===== config.mk =====
export PLATFORM = sky130hd
export DESIGN_NAME = motor_jam_auto_reverse_flat
export DESIGN_NICKNAME = d
export VERILOG_FILES = /design/src/rtl/mjar_pkg.sv /design/src/rtl/mjar_in_if.sv /design/src/rtl/mjar_out_if.sv /design/src/rtl/motor_jam_auto_reverse.sv /design/src/flat_wrapper.sv
export SDC_FILE = /design/constraint.sdc
export NUM_CORES = 1
export LEC_CHECK = 0
export ABC_AREA = 1
export BUFFER_PORTS_ARGS = -buffer_cell sky130_fd_sc_hd__buf_2
export CAP_MARGIN = 5
export CORE_ASPECT_RATIO = 1.25
export CORE_MARGIN = 2
export CORE_UTILIZATION = 50
export CTS_BUF_LIST = sky130_fd_sc_hd__clkbuf_4
export DETAILED_ROUTE_END_ITERATION = 10
export PLACE_DENSITY = 0.78
export SYNTH_ARGS = -nofsm -noshare
export SYNTH_HDL_FRONTEND = slang
export SYNTH_SLANG_ARGS = --single-unit

===== constraint.sdc =====
create_clock -name clk -period 4.3 [get_ports clk]
set_clock_uncertainty 0.05 [all_clocks]
set_input_delay 0.43 -clock clk [delete_from_list [all_inputs] [get_ports clk]]
set_output_delay 0.43 -clock clk [all_outputs]
set_load 0.05 [all_outputs]

===== src/rtl/mjar_pkg.sv =====
`timescale 1ns / 1ps
`default_nettype none
// ----------------------------------------------------------------------------
// Motor jam auto-reverse package
// Field widths, register indexes and register reset values shared by the
// channel interfaces and the controller.
// ----------------------------------------------------------------------------
package mjar_pkg;

    localparam int unsigned LevelWidth    = 10;
    localparam int unsigned IntervalWidth = 16;
    localparam int unsigned MsWidth       = 20;
    localparam int unsigned CountWidth    = 8;
    localparam int unsigned CfgIndexWidth = 3;
    localparam int unsigned CfgDataWidth  = 20;

    localparam logic [CfgIndexWidth-1:0] REG_CUT_THRESHOLD    = 3'd0;
    localparam logic [CfgIndexWidth-1:0] REG_READ_INTERVAL_MS = 3'd1;
    localparam logic [CfgIndexWidth-1:0] REG_STUCK_MS         = 3'd2;
    localparam logic [CfgIndexWidth-1:0] REG_WARNING_MS       = 3'd3;
    localparam logic [CfgIndexWidth-1:0] REG_TURN_DELAY_MS    = 3'd4;
    localparam logic [CfgIndexWidth-1:0] REG_STEPS_PER_REV    = 3'd5;

    localparam logic [LevelWidth-1:0]    CUT_THRESHOLD_RST    = 10'd512;
    localparam logic [IntervalWidth-1:0] READ_INTERVAL_RST    = 16'd10;
    localparam logic [MsWidth-1:0]       STUCK_MS_RST         = 20'd5000;
    localparam logic [MsWidth-1:0]       WARNING_MS_RST       = 20'd30000;
    localparam logic [MsWidth-1:0]       TURN_DELAY_MS_RST    = 20'd2000;
    localparam logic [CountWidth-1:0]    STEPS_PER_REV_RST    = 8'd20;

    localparam logic [MsWidth-1:0]       EDGE_MAX             = '1;
    localparam logic [CountWidth-1:0]    REV_MAX              = '1;

endpackage : mjar_pkg
`default_nettype wire


===== src/rtl/mjar_in_if.sv =====
`timescale 1ns / 1ps
`default_nettype none
// ----------------------------------------------------------------------------
// Motor jam auto-reverse tick channel
// Valid/ready channel carrying one millisecond tick: run switch and sensor.
// ----------------------------------------------------------------------------
interface mjar_in_if
    import mjar_pkg::*;
();
    logic                  valid;
    logic                  ready;
    logic                  run_request;
    logic [LevelWidth-1:0] sensor_level;

    modport source (output valid, output run_request, output sensor_level, input ready);
    modport sink   (input valid, input run_request, input sensor_level, output ready);
endinterface : mjar_in_if
`default_nettype wire


===== src/rtl/mjar_out_if.sv =====
`timescale 1ns / 1ps
`default_nettype none
// ----------------------------------------------------------------------------
// Motor jam auto-reverse result channel
// Valid/ready channel carrying the drive commands and counters after a tick.
// ----------------------------------------------------------------------------
interface mjar_out_if
    import mjar_pkg::*;
();
    logic                  valid;
    logic                  ready;
    logic                  forward_drive;
    logic                  backward_drive;
    logic                  warning_lamp;
    logic [CountWidth-1:0] step_count;
    logic [CountWidth-1:0] revolution_count;
    logic                  clearing_jam;

    modport source (
        output valid, output forward_drive, output backward_drive, output warning_lamp,
        output step_count, output revolution_count, output clearing_jam, input ready
    );
    modport sink (
        input valid, input forward_drive, input backward_drive, input warning_lamp,
        input step_count, input revolution_count, input clearing_jam, output ready
    );
endinterface : mjar_out_if
`default_nettype wire


===== src/rtl/motor_jam_auto_reverse.sv =====
`timescale 1ns / 1ps
`default_nettype none
// ----------------------------------------------------------------------------
// Motor jam auto-reverse controller
// Counts encoder steps and revolutions per tick, reverses after a jam and
// latches a no-motion warning.
//
//   Channel  Modport  Carries
//   sample   sink     run_request, sensor_level (one tick per transaction)
//   result   source   drives, warning lamp, counters, clearing flag
//   cfg_*    write    register index and data, no read-back
//
// One tick is taken per cycle unless the result is stalled; the whole state
// update is one pass of logic into the state and result registers.
// A tick is accepted whenever the result register is empty or being emptied,
// so a stalled result only holds off the next transaction.
// Reset is asynchronous and active low and loads the register defaults.
// ----------------------------------------------------------------------------
module motor_jam_auto_reverse
    import mjar_pkg::*;
(
    input  wire logic                     clk,
    input  wire logic                     rst_n,
    mjar_in_if.sink                       sample,
    mjar_out_if.source                    result,
    input  wire logic                     cfg_we,
    input  wire logic [CfgIndexWidth-1:0] cfg_index,
    input  wire logic [CfgDataWidth-1:0]  cfg_data
);

    logic [LevelWidth-1:0]    cut_threshold_reg;
    logic [IntervalWidth-1:0] read_interval_reg;
    logic [MsWidth-1:0]       stuck_ms_reg;
    logic [MsWidth-1:0]       warning_ms_reg;
    logic [MsWidth-1:0]       turn_delay_reg;
    logic [CountWidth-1:0]    steps_per_rev_reg;

    logic                     started_reg, started_next;
    logic                     backward_reg, backward_next;
    logic                     unjamming_reg, unjamming_next;
    logic                     warning_reg, warning_next;
    logic                     last_cut_reg, last_cut_next;
    logic [CountWidth-1:0]    steps_reg, steps_next;
    logic [CountWidth-1:0]    revs_reg, revs_next;
    logic [MsWidth-1:0]       since_edge_reg, since_edge_next;
    logic [IntervalWidth-1:0] since_read_reg, since_read_next;
    logic [MsWidth-1:0]       turn_wait_reg, turn_wait_next;

    logic                     out_valid_reg;
    logic                     fwd_reg, bwd_reg, lamp_reg, clearing_reg;
    logic [CountWidth-1:0]    step_out_reg, rev_out_reg;

    logic                     accept;
    logic                     cut;
    logic                     driving;
    logic [CountWidth-1:0]    step_inc;
    logic [MsWidth-1:0]       edge_inc;

    assign sample.ready = !out_valid_reg || result.ready;
    assign accept       = sample.valid && sample.ready;
    assign cut          = sample.sensor_level < cut_threshold_reg;
    assign step_inc     = steps_reg + CountWidth'(1);
    assign edge_inc     = (since_edge_reg == EDGE_MAX) ? since_edge_reg
                                                        : since_edge_reg + MsWidth'(1);

    always_ff @(posedge clk or negedge rst_n)
    begin
        if (!rst_n)
        begin
            cut_threshold_reg <= CUT_THRESHOLD_RST;
            read_interval_reg <= READ_INTERVAL_RST;
            stuck_ms_reg      <= STUCK_MS_RST;
            warning_ms_reg    <= WARNING_MS_RST;
            turn_delay_reg    <= TURN_DELAY_MS_RST;
            steps_per_rev_reg <= STEPS_PER_REV_RST;
        end
        else if (cfg_we)
        begin
            unique case (cfg_index)
                REG_CUT_THRESHOLD:    cut_threshold_reg <= cfg_data[LevelWidth-1:0];
                REG_READ_INTERVAL_MS: read_interval_reg <= cfg_data[IntervalWidth-1:0];
                REG_STUCK_MS:         stuck_ms_reg      <= cfg_data[MsWidth-1:0];
                REG_WARNING_MS:       warning_ms_reg    <= cfg_data[MsWidth-1:0];
                REG_TURN_DELAY_MS:    turn_delay_reg    <= cfg_data[MsWidth-1:0];
                REG_STEPS_PER_REV:    steps_per_rev_reg <= cfg_data[CountWidth-1:0];
                default:              ;
            endcase
        end
    end

    always_comb
    begin
        started_next    = started_reg;
        backward_next   = backward_reg;
        unjamming_next  = unjamming_reg;
        warning_next    = warning_reg;
        last_cut_next   = last_cut_reg;
        steps_next      = steps_reg;
        revs_next       = revs_reg;
        since_edge_next = since_edge_reg;
        since_read_next = since_read_reg;
        turn_wait_next  = turn_wait_reg;

        if (sample.run_request && !warning_reg)
        begin
            started_next = 1'b1;
            priority if (turn_wait_reg != '0)
            begin
                turn_wait_next = turn_wait_reg - MsWidth'(1);
                if (turn_wait_reg == MsWidth'(1))
                begin
                    backward_next   = !backward_reg;
                    since_edge_next = '0;
                    since_read_next = '0;
                end
            end
            else if (since_edge_reg >= warning_ms_reg)
            begin
                // The warning stops the machine within the same tick.
                warning_next    = 1'b1;
                started_next    = 1'b0;
                since_edge_next = '0;
                since_read_next = '0;
                last_cut_next   = cut;
                steps_next      = '0;
                revs_next       = '0;
                backward_next   = 1'b0;
                unjamming_next  = 1'b0;
                turn_wait_next  = '0;
            end
            else if (since_read_reg < read_interval_reg)
            begin
                since_read_next = since_read_reg + IntervalWidth'(1);
                since_edge_next = edge_inc;
            end
            else
            begin
                since_read_next = '0;
                if ((since_edge_reg >= stuck_ms_reg) ||
                    (unjamming_reg && backward_reg && (revs_reg != '0)))
                begin
                    // Jam reversal or return forward after one backward revolution.
                    unjamming_next = 1'b1;
                    steps_next     = '0;
                    revs_next      = '0;
                    turn_wait_next = turn_delay_reg;
                    if (turn_delay_reg == '0)
                    begin
                        backward_next   = !backward_reg;
                        since_edge_next = '0;
                        since_read_next = '0;
                    end
                end
                else if (cut != last_cut_reg)
                begin
                    last_cut_next   = cut;
                    since_edge_next = '0;
                    if (!cut)
                    begin
                        if (step_inc == steps_per_rev_reg)
                        begin
                            steps_next = '0;
                            if (revs_reg != REV_MAX)
                            begin
                                revs_next = revs_reg + CountWidth'(1);
                            end
                            if (!backward_reg)
                            begin
                                unjamming_next = 1'b0;
                            end
                        end
                        else
                        begin
                            steps_next = step_inc;
                        end
                    end
                end
                else
                begin
                    since_edge_next = edge_inc;
                end
            end
        end
        else
        begin
            since_edge_next = '0;
            since_read_next = '0;
            last_cut_next   = cut;
            if (started_reg)
            begin
                started_next   = 1'b0;
                steps_next     = '0;
                revs_next      = '0;
                backward_next  = 1'b0;
                unjamming_next = 1'b0;
                turn_wait_next = '0;
            end
        end
    end

    assign driving = started_next && !warning_next && (turn_wait_next == '0);

    always_ff @(posedge clk or negedge rst_n)
    begin
        if (!rst_n)
        begin
            started_reg    <= 1'b0;
            backward_reg   <= 1'b0;
            unjamming_reg  <= 1'b0;
            warning_reg    <= 1'b0;
            last_cut_reg   <= 1'b0;
            steps_reg      <= '0;
            revs_reg       <= '0;
            since_edge_reg <= '0;
            since_read_reg <= '0;
            turn_wait_reg  <= '0;
            out_valid_reg  <= 1'b0;
        end
        else
        begin
            if (accept)
            begin
                started_reg    <= started_next;
                backward_reg   <= backward_next;
                unjamming_reg  <= unjamming_next;
                warning_reg    <= warning_next;
                last_cut_reg   <= last_cut_next;
                steps_reg      <= steps_next;
                revs_reg       <= revs_next;
                since_edge_reg <= since_edge_next;
                since_read_reg <= since_read_next;
                turn_wait_reg  <= turn_wait_next;
                out_valid_reg  <= 1'b1;
            end
            else if (result.ready)
            begin
                out_valid_reg <= 1'b0;
            end
        end
    end

    always_ff @(posedge clk)
    begin
        if (accept)
        begin
            fwd_reg      <= driving && !backward_next;
            bwd_reg      <= driving && backward_next;
            lamp_reg     <= warning_next;
            step_out_reg <= steps_next;
            rev_out_reg  <= revs_next;
            clearing_reg <= unjamming_next;
        end
    end

    assign result.valid            = out_valid_reg;
    assign result.forward_drive    = fwd_reg;
    assign result.backward_drive   = bwd_reg;
    assign result.warning_lamp     = lamp_reg;
    assign result.step_count       = step_out_reg;
    assign result.revolution_count = rev_out_reg;
    assign result.clearing_jam     = clearing_reg;

endmodule : motor_jam_auto_reverse
`default_nettype wire


===== src/flat_wrapper.sv =====
// flat-port wrapper written by rule: the top's interface ports become plain ports
module motor_jam_auto_reverse_flat import mjar_pkg::*;
  (clk, rst_n, cfg_we, cfg_index, cfg_data, sample_valid, sample_run_request, sample_sensor_level, sample_ready, result_valid, result_forward_drive, result_backward_drive, result_warning_lamp, result_step_count, result_revolution_count, result_clearing_jam, result_ready);
  mjar_in_if sample_i ();
  mjar_out_if result_i ();
  input  wire logic clk;
  input  wire logic rst_n;
  input  wire logic cfg_we;
  input  wire logic [CfgIndexWidth-1:0] cfg_index;
  input  wire logic [CfgDataWidth-1:0] cfg_data;
  input wire logic [$bits(sample_i.valid)-1:0] sample_valid;
  input wire logic [$bits(sample_i.run_request)-1:0] sample_run_request;
  input wire logic [$bits(sample_i.sensor_level)-1:0] sample_sensor_level;
  output wire logic [$bits(sample_i.ready)-1:0] sample_ready;
  output wire logic [$bits(result_i.valid)-1:0] result_valid;
  output wire logic [$bits(result_i.forward_drive)-1:0] result_forward_drive;
  output wire logic [$bits(result_i.backward_drive)-1:0] result_backward_drive;
  output wire logic [$bits(result_i.warning_lamp)-1:0] result_warning_lamp;
  output wire logic [$bits(result_i.step_count)-1:0] result_step_count;
  output wire logic [$bits(result_i.revolution_count)-1:0] result_revolution_count;
  output wire logic [$bits(result_i.clearing_jam)-1:0] result_clearing_jam;
  input wire logic [$bits(result_i.ready)-1:0] result_ready;
  assign sample_i.valid = sample_valid;
  assign sample_i.run_request = sample_run_request;
  assign sample_i.sensor_level = sample_sensor_level;
  assign sample_ready = sample_i.ready;
  assign result_valid = result_i.valid;
  assign result_forward_drive = result_i.forward_drive;
  assign result_backward_drive = result_i.backward_drive;
  assign result_warning_lamp = result_i.warning_lamp;
  assign result_step_count = result_i.step_count;
  assign result_revolution_count = result_i.revolution_count;
  assign result_clearing_jam = result_i.clearing_jam;
  assign result_i.ready = result_ready;
  motor_jam_auto_reverse u_core (.clk(clk), .rst_n(rst_n), .sample(sample_i), .result(result_i), .cfg_we(cfg_we), .cfg_index(cfg_index), .cfg_data(cfg_data));
endmodule

==> results of run 1 <==
[power groups by stage]
| stage | Sequential, uW | Clock [uW] | Combinational [uW] |
|---|---|---|---|
| finish | 2320 | 973 | 1400 |
| floorplan | 2320 | 0 | 999 |
| CTS | 2310 | 995 | 1400 |
| global placement | 2340 | 0 | 1350 |
| detailed placement | 2350 | 0 | 1390 |
| global route | 2350 | 1060 | 1610 |
[synth_stat cells, drive strengths merged, types with 2 or more instances]
cell / n / share of area [%]
a22oi: 4 / 0.26
nand2: 389 / 13
dfrtp: 149 / 32
a21o: 5 / 0.32
clkbuf: 29 / 0.93
edfxtp: 20 / 5.1
nor2: 102 / 4.0
o32ai: 2 / 0.15
ha: 72 / 7.7
o211ai: 4 / 0.26
buf: 14 / 0.75
a211oi: 3 / 0.19
o21ai: 199 / 8.7
xor2: 20 / 1.5
nand3b: 3 / 0.22
o22ai: 17 / 0.96
a31oi: 4 / 0.21
clkinv: 3 / 0.096
inv: 251 / 8.1
and2: 2 / 0.11
nand3: 102 / 4.7
xnor2: 3 / 0.22
nor3: 29 / 1.3
nand4: 23 / 1.3
o21a: 3 / 0.19
a21oi: 44 / 1.9
dfstp: 23 / 5.2
nor4: 5 / 0.40
[worst max-delay path: stages, from the launching register on]
cell	delay [ns]
dfrtp_1	0.45
ha_1	0.33
a21oi_1	0.17
nor2_1	0.06
nor2_1	0.16
nand3_1	0.10
nor2_1	0.14
nand2_2	0.26
nand2_2	0.39
inv_1	0.14
a21oi_2	0.52
nand3_2	0.29
o32ai_1	0.31
[routing by layer]
| metal | up-vias | track usage, % | wire (microns) |
|---|---|---|---|
| li1 | 5067 | - | - |
| met1 | 4762 | 31.8 | 12500 |
| met5 | - | 0 | 0 |
| met4 | 0 | 9.21 | 784 |
| met2 | 282 | 42.0 | 14200 |
| met3 | 58 | 3.67 | 1370 |
[cells by family after synthesis]
family | count (synthesis) | share of synthesized area (%)
and+or+nand+nor | 656 | 24.9
DFF | 192 | 42.2
AOI/OAI and AO/OA | 291 | 13.6
buffers and inverters | 297 | 9.88
adders and majority gates | 72 | 7.71
xor gates and xnor gates | 23 | 1.72
[per-stage QoR]
stage | instance area [sq um] | utilization, % | hold slack, ns | power (uW)
6_report | 12600 | 54.7 | 0.0477 | 4690
5_1_grt | 12600 | 54.7 | 0.0299 | 5020
3_3_place_gp | 12300 | 53.4 | 0.417 | 3690
2_1_floorplan | 11700 | - | 0.0844 | 3320
3_5_place_dp | 12300 | 53.4 | 0.424 | 3740
4_1_cts | 12600 | 54.7 | 0.0206 | 4710
[cell usage in the layout (no fill, tap or decap), types with 20 or more instances in the layout]
cell type / count
nand2_1: 379
inv_1: 243
o21ai_0: 181
dfrtp_1: 149
nand3_1: 95
nor2_1: 87
ha_1: 72
buf_2: 59
a21oi_1: 43
nor3_1: 27
dfstp_2: 23
nand4_1: 22
xor2_1: 20
edfxtp_1: 20
[path summary, 6_finish.rpt]
kind / cells after the start / slack, ns / end / start
max in group asynchronous: 3 / 2.84 / u_core.turn_wait_reg[8] / rst_n
hold reg to reg: 2 / 0.45 / u_core.read_interval_reg[3] / u_core.read_interval_reg[3]
hold / removal: 3 / 0.05 / u_core.turn_delay_reg[19] / cfg_data[19]
setup / recovery: 12 / 0.81 / u_core.since_edge_reg[13] / u_core.since_edge_reg[17]
setup reg to reg: 12 / 0.81 / u_core.since_edge_reg[13] / u_core.since_edge_reg[17]
min in group asynchronous: 2 / 0.40 / u_core.cut_threshold_reg[8] / rst_n
[layout make-up]
cell class	count	share of cell area, %
sequential	192	39.3
timing repair buffer	74	3.44
inverter	254	7.63
tap	288	2.87
multi-input combinational	1042	44.6
clock buffer	19	1.14
antenna	1	0.0199
clock inverter	13	0.997
==> out/results.txt, run 1 <==
Outcome: finished, final reports clean
# port buffers: 60
Sequential fraction of the synthesis area: 42.2%
Vias in the first global route: 9,848
Hpwl dp: 21,400 microns
Initial core utilization: 50.9%
DRT antenna net count: 0
Main synth FF type: dfrtp_1
Seq pwr share: 49.4%
P&R area growth vs syn: 7.41%
Number of remaining DRC errors: 0
Setup crit end kind: register
Mapped Nets: 1,642
Clock transition at path regs: 0.16 ns
Die width: 141 microns
CTS tree: built
Number of CTS-inserted buffers: 17
Vias per inst: 5.40
Largest net degree at the start of global routing: 98
Fill count: 2,140
Setup TNS: 0 ns
Register Area: 0.00493 sq mm
Clk root buf: clkbuf_4
DR WL/cell: 15.3 microns
Number of hold violations in the final report: 0
Setup ws final: 0.813 ns
Synthesized instance count: 1,531
Yosys warnings: 0
Sw Pwr: 1850 uW
Worst slew pin tran: 0.929 ns
Via count: 10.2k
Total wire length: 28,800 microns
NumNets Final: 1,692
Crit path DAT: 3.96 ns
Clock buffer depth: 2
VDD IR max: 0.157 mV
Synth async-reset ratio: 89.6%
Switching Fraction: 39.5%
Final period util: 81.1%
GR Overflow Total: 0
Int Power: 2840 uW
Max cap viols: 0
Global-route wire length before repair: 48,600 microns
Die Height: 175 microns
Rel. slew slack: 37.9%
EDFF count, synth: 20
CTS H-tree depth: 4
Setup WS pre-CTS: 0.884 ns
Worst skew pair latency: 0.64 ns
Rows: 62
RSZ-0062 raised after global routing: no
Max-slew violation count: 0
Combinational share of power: 29.8%
WS Path Type: register to register
Post-Place Cells: 1,847
Tmin final: 3.49 ns
Required time worst endpoint: 4.77 ns
Die area: 0.0246 sq mm
Synth Register Bits: 192
Gr usage total: 24.6%
Worst Hold Class: primary input to register
1st-iter DRT viols: 717
Static Leak: 0.00624 uW
Clock Power Share: 20.7%
Area taken by multi-input logic gates: 0.00560 sq mm
Placer Congestion: 0.948
Post-synth cell types: 54
Post-CTS setup buffers: 0
CP Launch Type: register
Cell area power density: 374 mW/mm^2
Final setup vio count: 0
Drt first pass iters: 5
Core region area: 0.0230 sq mm
Final cell count without fillers: 1,883
# hold bufs at CTS: 3
Sink Count: 192
Mapped Area: 0.0117 sq mm
Syn Area/Cell: 7.63 sq um
Initial antenna violation count: 1
Critical path peak fanout: 22
Post-CTS sizing: 0
Fmax: 287 MHz
Layout cells sized above 1: 11.4%
Top Ports: 61
No activity file was read; power rests on OpenSTA's default activity.
==> run 2, diff against run 1 <==
- clock period: 4.3 -> 3.56 ns (I/O delays scaled with it)
==> out/results.txt, run 2 (synthesis gave the netlist of run 1 again) <==
Worst R2R Path Depth: 16
Number of hold violations in the final report: 0
Core region area: 0.0230 sq mm
Layout cells sized above 1: 11.6%
VDD IR max: 0.251 mV
Final cell count without fillers: 1,895
Worst Hold Class: primary input to register
Clock Power Share: 23.1%
# port buffers: 60
Max cap viols: 0
Global-route wire length before repair: 49,100 microns
Die Height: 175 microns
Vias per inst: 5.46
Post-CTS setup buffers: 0
Final setup vio count: 0
Initial antenna violation count: 1
Die width: 141 microns
Largest net degree at the start of global routing: 79
Initial core utilization: 50.9%
Sw Pwr: 2240 uW
Worst slew pin tran: 0.915 ns
Via count: 10.4k
CP Launch Type: register
RSZ-0062 raised after global routing: no
Rows: 62
Crit path DAT: 3.49 ns
DR WL/cell: 15.6 microns
P&R area growth vs syn: 8.98%
Outcome: finished, final reports clean
Gr usage total: 25.0%
Vias in the first global route: 10.0k
Hold_sp: cfg_data[18]
GR Overflow Total: 0
Clk root buf: clkbuf_4
DRT antenna net count: 0
Sink Count: 192
Die area: 0.0246 sq mm
Rel. slew slack: 38.9%
Combinational share of power: 29.3%
Reg2reg end: u_core.result.forward_drive
Number of CTS-inserted buffers: 17
Max-slew violation count: 0
Crit path cell chain: ha_1 -> a21oi_1 -> nor2_1 -> nor2_1 -> nand3_1 -> nor2_1 -> nand2_2 -> nand2_2 -> nand2_1 -> nand3_1 -> nand2_1 -> nor2_1 -> nand2_1 -> nor2_1 -> nand2_1 -> nor3_1
Post-CTS sizing: 0
Worst skew pair latency: 0.63 ns
Crit path max-delay cell type: dfrtp_1
Hold worst-path end: u_core.turn_delay_reg[18]
Number of remaining DRC errors: 0
Leading cell type in the layout, fill and taps excluded: nand2_1
CTS H-tree depth: 4
Clock transition at path regs: 0.17 ns
R2R Setup Slk: 0.48 ns
Fmax: 325 MHz
Int Power: 3630 uW
Tmin final: 3.08 ns
NumNets Final: 1,704
R2R Path Start: u_core.since_edge_reg[17]
Critical path peak fanout: 18
Static Leak: 0.00633 uW
Placer Congestion: 0.954
Total wire length: 29,500 microns
Clock buffer depth: 2
Crit path largest cell delay: 0.46 ns
CTS tree: built
Commonest cells after routing, fill and taps aside: nand2_1, inv_1, o21ai_0, dfrtp_1, nand3_1
Post-Place Cells: 1,853
1st-iter DRT viols: 970
Most used cell along the critical path: nor2_1
WS Path Type: register to register
Required time worst endpoint: 3.97 ns
Seq pwr share: 47.6%
Switching Fraction: 38.2%
Cell area power density: 461 mW/mm^2
Drt first pass iters: 7
WHS Path Cells: 3
Setup crit end kind: register
Hpwl dp: 21,800 microns
Final Core Density: 55.5%
Top Ports: 61
Setup TNS: 0 ns
Final period util: 86.4%
[run 2: changes by cell type in the layout (fill, tap and decap cells not counted), sizes merged]
cell,change
buf,+6
bufinv,+3
clkbuf,-2
clkinv,+3
dlygate4sd3,+6
inv,-4
[run 2: power groups by stage]
stage / clock, uW / sequential (uW) / combinational [uW]
finish: 1360 / 2790 / 1720
global route: 1460 / 2830 / 1980
CTS: 1370 / 2790 / 1710
detailed placement: 0 / 2830 / 1690
global placement: 0 / 2820 / 1650
floorplan: 0 / 2800 / 1210
[run 2: repair_timing]
action | in CTS | in global routing
setup endpoints to repair | 0 | 0
hold buffers | 9 | 0
hold endpoints to repair | 74 | 0
[run 2: worst max path at each step]
stage,start,slack [ns],cells past startpoint,end
2_1_floorplan,u_core.warning_ms_reg[5],1.14,19,u_core.result.forward_drive
3_3_place_gp,u_core.since_edge_reg[19],0.53,16,u_core.result.forward_drive
3_5_place_dp,u_core.since_edge_reg[19],0.53,16,u_core.result.forward_drive
4_1_cts,u_core.since_edge_reg[19],0.52,16,u_core.result.forward_drive
5_1_grt,u_core.since_edge_reg[19],0.21,17,u_core.result.forward_drive
6_report,u_core.since_edge_reg[17],0.48,16,u_core.result.forward_drive
[run 2: cell type report]
class | instances | area, sq um
Antenna cell | 1 | 2.50
Clock buffer | 17 | 128
Clock inverter | 15 | 206
Fill cell | 2143 | 10200
Inverter | 254 | 958
Multi-Input combinational cell | 1042 | 5600
Sequential cell | 192 | 4930
Tap cell | 288 | 360
Timing Repair Buffer | 86 | 549
[run 2: stage by stage]
stage	setup WS (ns)	instance area, sq um	total power (uW)	hold slack [ns]
floorplan	1.14	11700	4010	0.0104
global placement	0.531	12300	4470	0.315
detailed placement	0.534	12300	4520	0.312
CTS	0.521	12700	5870	0.00581
global route	0.210	12700	6270	0.0116
finish	0.483	12700	5870	0.0245
[run 2: critical path: cells and delay by family (launching register included)]
family,cells,cell delay [ns]
compound gates,1,0.18
flops,1,0.46
fa+ha+maj,1,0.33
simple gates,14,1.88
[run 2: layer usage]
metal  global-route usage, %  vias to the layer above  part of all wire (%)
met5                       0                        -                     0
li1                        -                     5091                     -
met1                    31.4                     4868                    42
met4                    10.6                        0                   3.3
met2                    42.3                      315                    49
met3                    4.82                       77                   5.2
==> run 3, diff against run 2 <==
- CELL_PAD_IN_SITES_DETAIL_PLACEMENT: not set -> 0
- CELL_PAD_IN_SITES_GLOBAL_PLACEMENT: not set -> 2
- CORE_UTILIZATION: 50 -> 38
- PLACE_DENSITY: 0.78 -> 0.94
==> out/results.txt, run 3 (synthesis gave the netlist of run 1 again) <==
Outcome: finished, final reports clean
Worst skew pair latency: 0.61 ns
Layer with the highest usage: met2
Leading cell type in the layout, fill and taps excluded: nand2_1
Worst slew pin tran: 1.18 ns
Post-Place Cells: 1,964
# port buffers: 60
Sink Count: 192
Setup TNS: 0 ns
Max cap viols: 0
Setup WS pre-CTS: 0.605 ns
Required time worst endpoint: 4.04 ns
Setup ws final: 0.529 ns
Met1 usage: 25.7%
DR WL/cell: 15.6 microns
DRT antenna net count: 0
CP top delay family: simple AND/OR/NAND/NOR gates
Fmax: 330 MHz
Hpwl dp: 22,800 microns
1st-iter DRT viols: 524
Die Height: 200 microns
Die width: 161 microns
Via count: 10.0k
Rows: 71
RSZ-0062 raised after global routing: no
Gr usage total: 20.3%
CTS tree: built
Layout cells sized above 1: 11.6%
# hold bufs at CTS: 7
Core region area: 0.0302 sq mm
Worst Hold Class: primary input to register
Final period util: 85.1%
CTS H-tree depth: 4
Initial core utilization: 38.7%
GR Overflow Total: 0
Placer Congestion: 0.838
Crit path cell chain: ha_1 -> nand2_1 -> nor2_1 -> nor3_1 -> nand2_1 -> nand2_1 -> nand2_2 -> nand2_2 -> inv_1 -> a21oi_2 -> buf_4 -> nand3_1 -> a22oi_1
Max-slew violation count: 0
Final cell count without fillers: 2,004
Tmin final: 3.03 ns
Rel. slew slack: 20.8%
Crit path largest cell delay: 0.49 ns
Met3 GRT Util: 2.75%
Setup crit end kind: register
M2 GR Usage: 36.5%
Vias per inst: 5.01
Critical path peak fanout: 31
Post-CTS setup buffers: 0
Post-CTS sizing: 0
Largest net degree at the start of global routing: 89
P&R area growth vs syn: 9.60%
Total wire length: 31,200 microns
CP Launch Type: register
Final setup vio count: 0
NumNets Final: 1,700
Clock buffer depth: 2
Clk root buf: clkbuf_4
Commonest cells after routing, fill and taps aside: nand2_1, inv_1, o21ai_0, dfrtp_1, nand3_1
Vias in the first global route: 9,773
Number of hold violations in the final report: 0
Initial antenna violation count: 1
Crit path DAT: 3.51 ns
Drt first pass iters: 5
Most used cell along the critical path: nand2_1
Crit path max-delay cell type: dfrtp_1
Global-route wire length before repair: 51,500 microns
WS Path Type: register to register
Clock transition at path regs: 0.17 ns
Fill count: 3,168
Number of remaining DRC errors: 0
Cell area power density: 449 mW/mm^2
CP bufs+invs: 2
VDD IR max: 0.241 mV
Die area: 0.0322 sq mm
Top Ports: 61
Static Leak: 0.00630 uW
Number of CTS-inserted buffers: 17
-- run 3: cell type report --
type / instances / area (sq um) / area share [%]
multi-input combinational: 1042 / 5600 / 43.7
sequential: 192 / 4930 / 38.5
inverter: 254 / 958 / 7.48
timing repair buffer: 82 / 527 / 4.11
tap: 401 / 502 / 3.92
clock inverter: 15 / 160 / 1.25
clock buffer: 17 / 128 / 0.996
antenna: 1 / 2.50 / 0.0195
-- run 3: per-layer routing --
layer,vias up,share of wire (%)
met5,-,0
met1,4780,45
met4,0,1.8
met2,158,50
met3,26,3.5
li1,5077,-
-- run 3: worst paths after layout --
check / from / end / slack, ns / cells past startpoint
min in group asynchronous: rst_n / u_core.since_read_reg[6] / 0.27 / 2
worst min register to register: u_core.turn_delay_reg[6] / u_core.turn_delay_reg[6] / 0.45 / 2
worst min-delay path: cfg_data[10] / u_core.warning_ms_reg[10] / 0.05 / 3
worst max-delay path: u_core.since_read_reg[7] / u_core.since_edge_reg[8] / 0.53 / 13
worst max register to register: u_core.since_read_reg[7] / u_core.since_edge_reg[8] / 0.53 / 13
max in group asynchronous: rst_n / u_core.warning_ms_reg[5] / 2.37 / 3
-- run 3: tightest hold or removal path, cell delays in order --
cell and delay, ns:
buf_2 0.10, inv_1 0.14, o21ai_0 0.12
-- run 3: power breakdown --
part | leakage (uW) | switching [uW] | internal [uW]
logic | 0.00374 | 1140 | 558
clock network | 0.000163 | 830 | 430
registers | 0.00239 | 234 | 2550
-- run 3: metrics by stage --
stage	utilization, %	hold WS (ns)	power (uW)	instance area [sq um]
floorplan	-	0.0104	4010	11700
global placement	41.2	0.416	4500	12500
detailed placement	41.2	0.423	4530	12500
CTS	42.4	0.00457	5810	12800
global route	42.4	0.0235	6190	12800
finish	42.4	0.0476	5750	12800
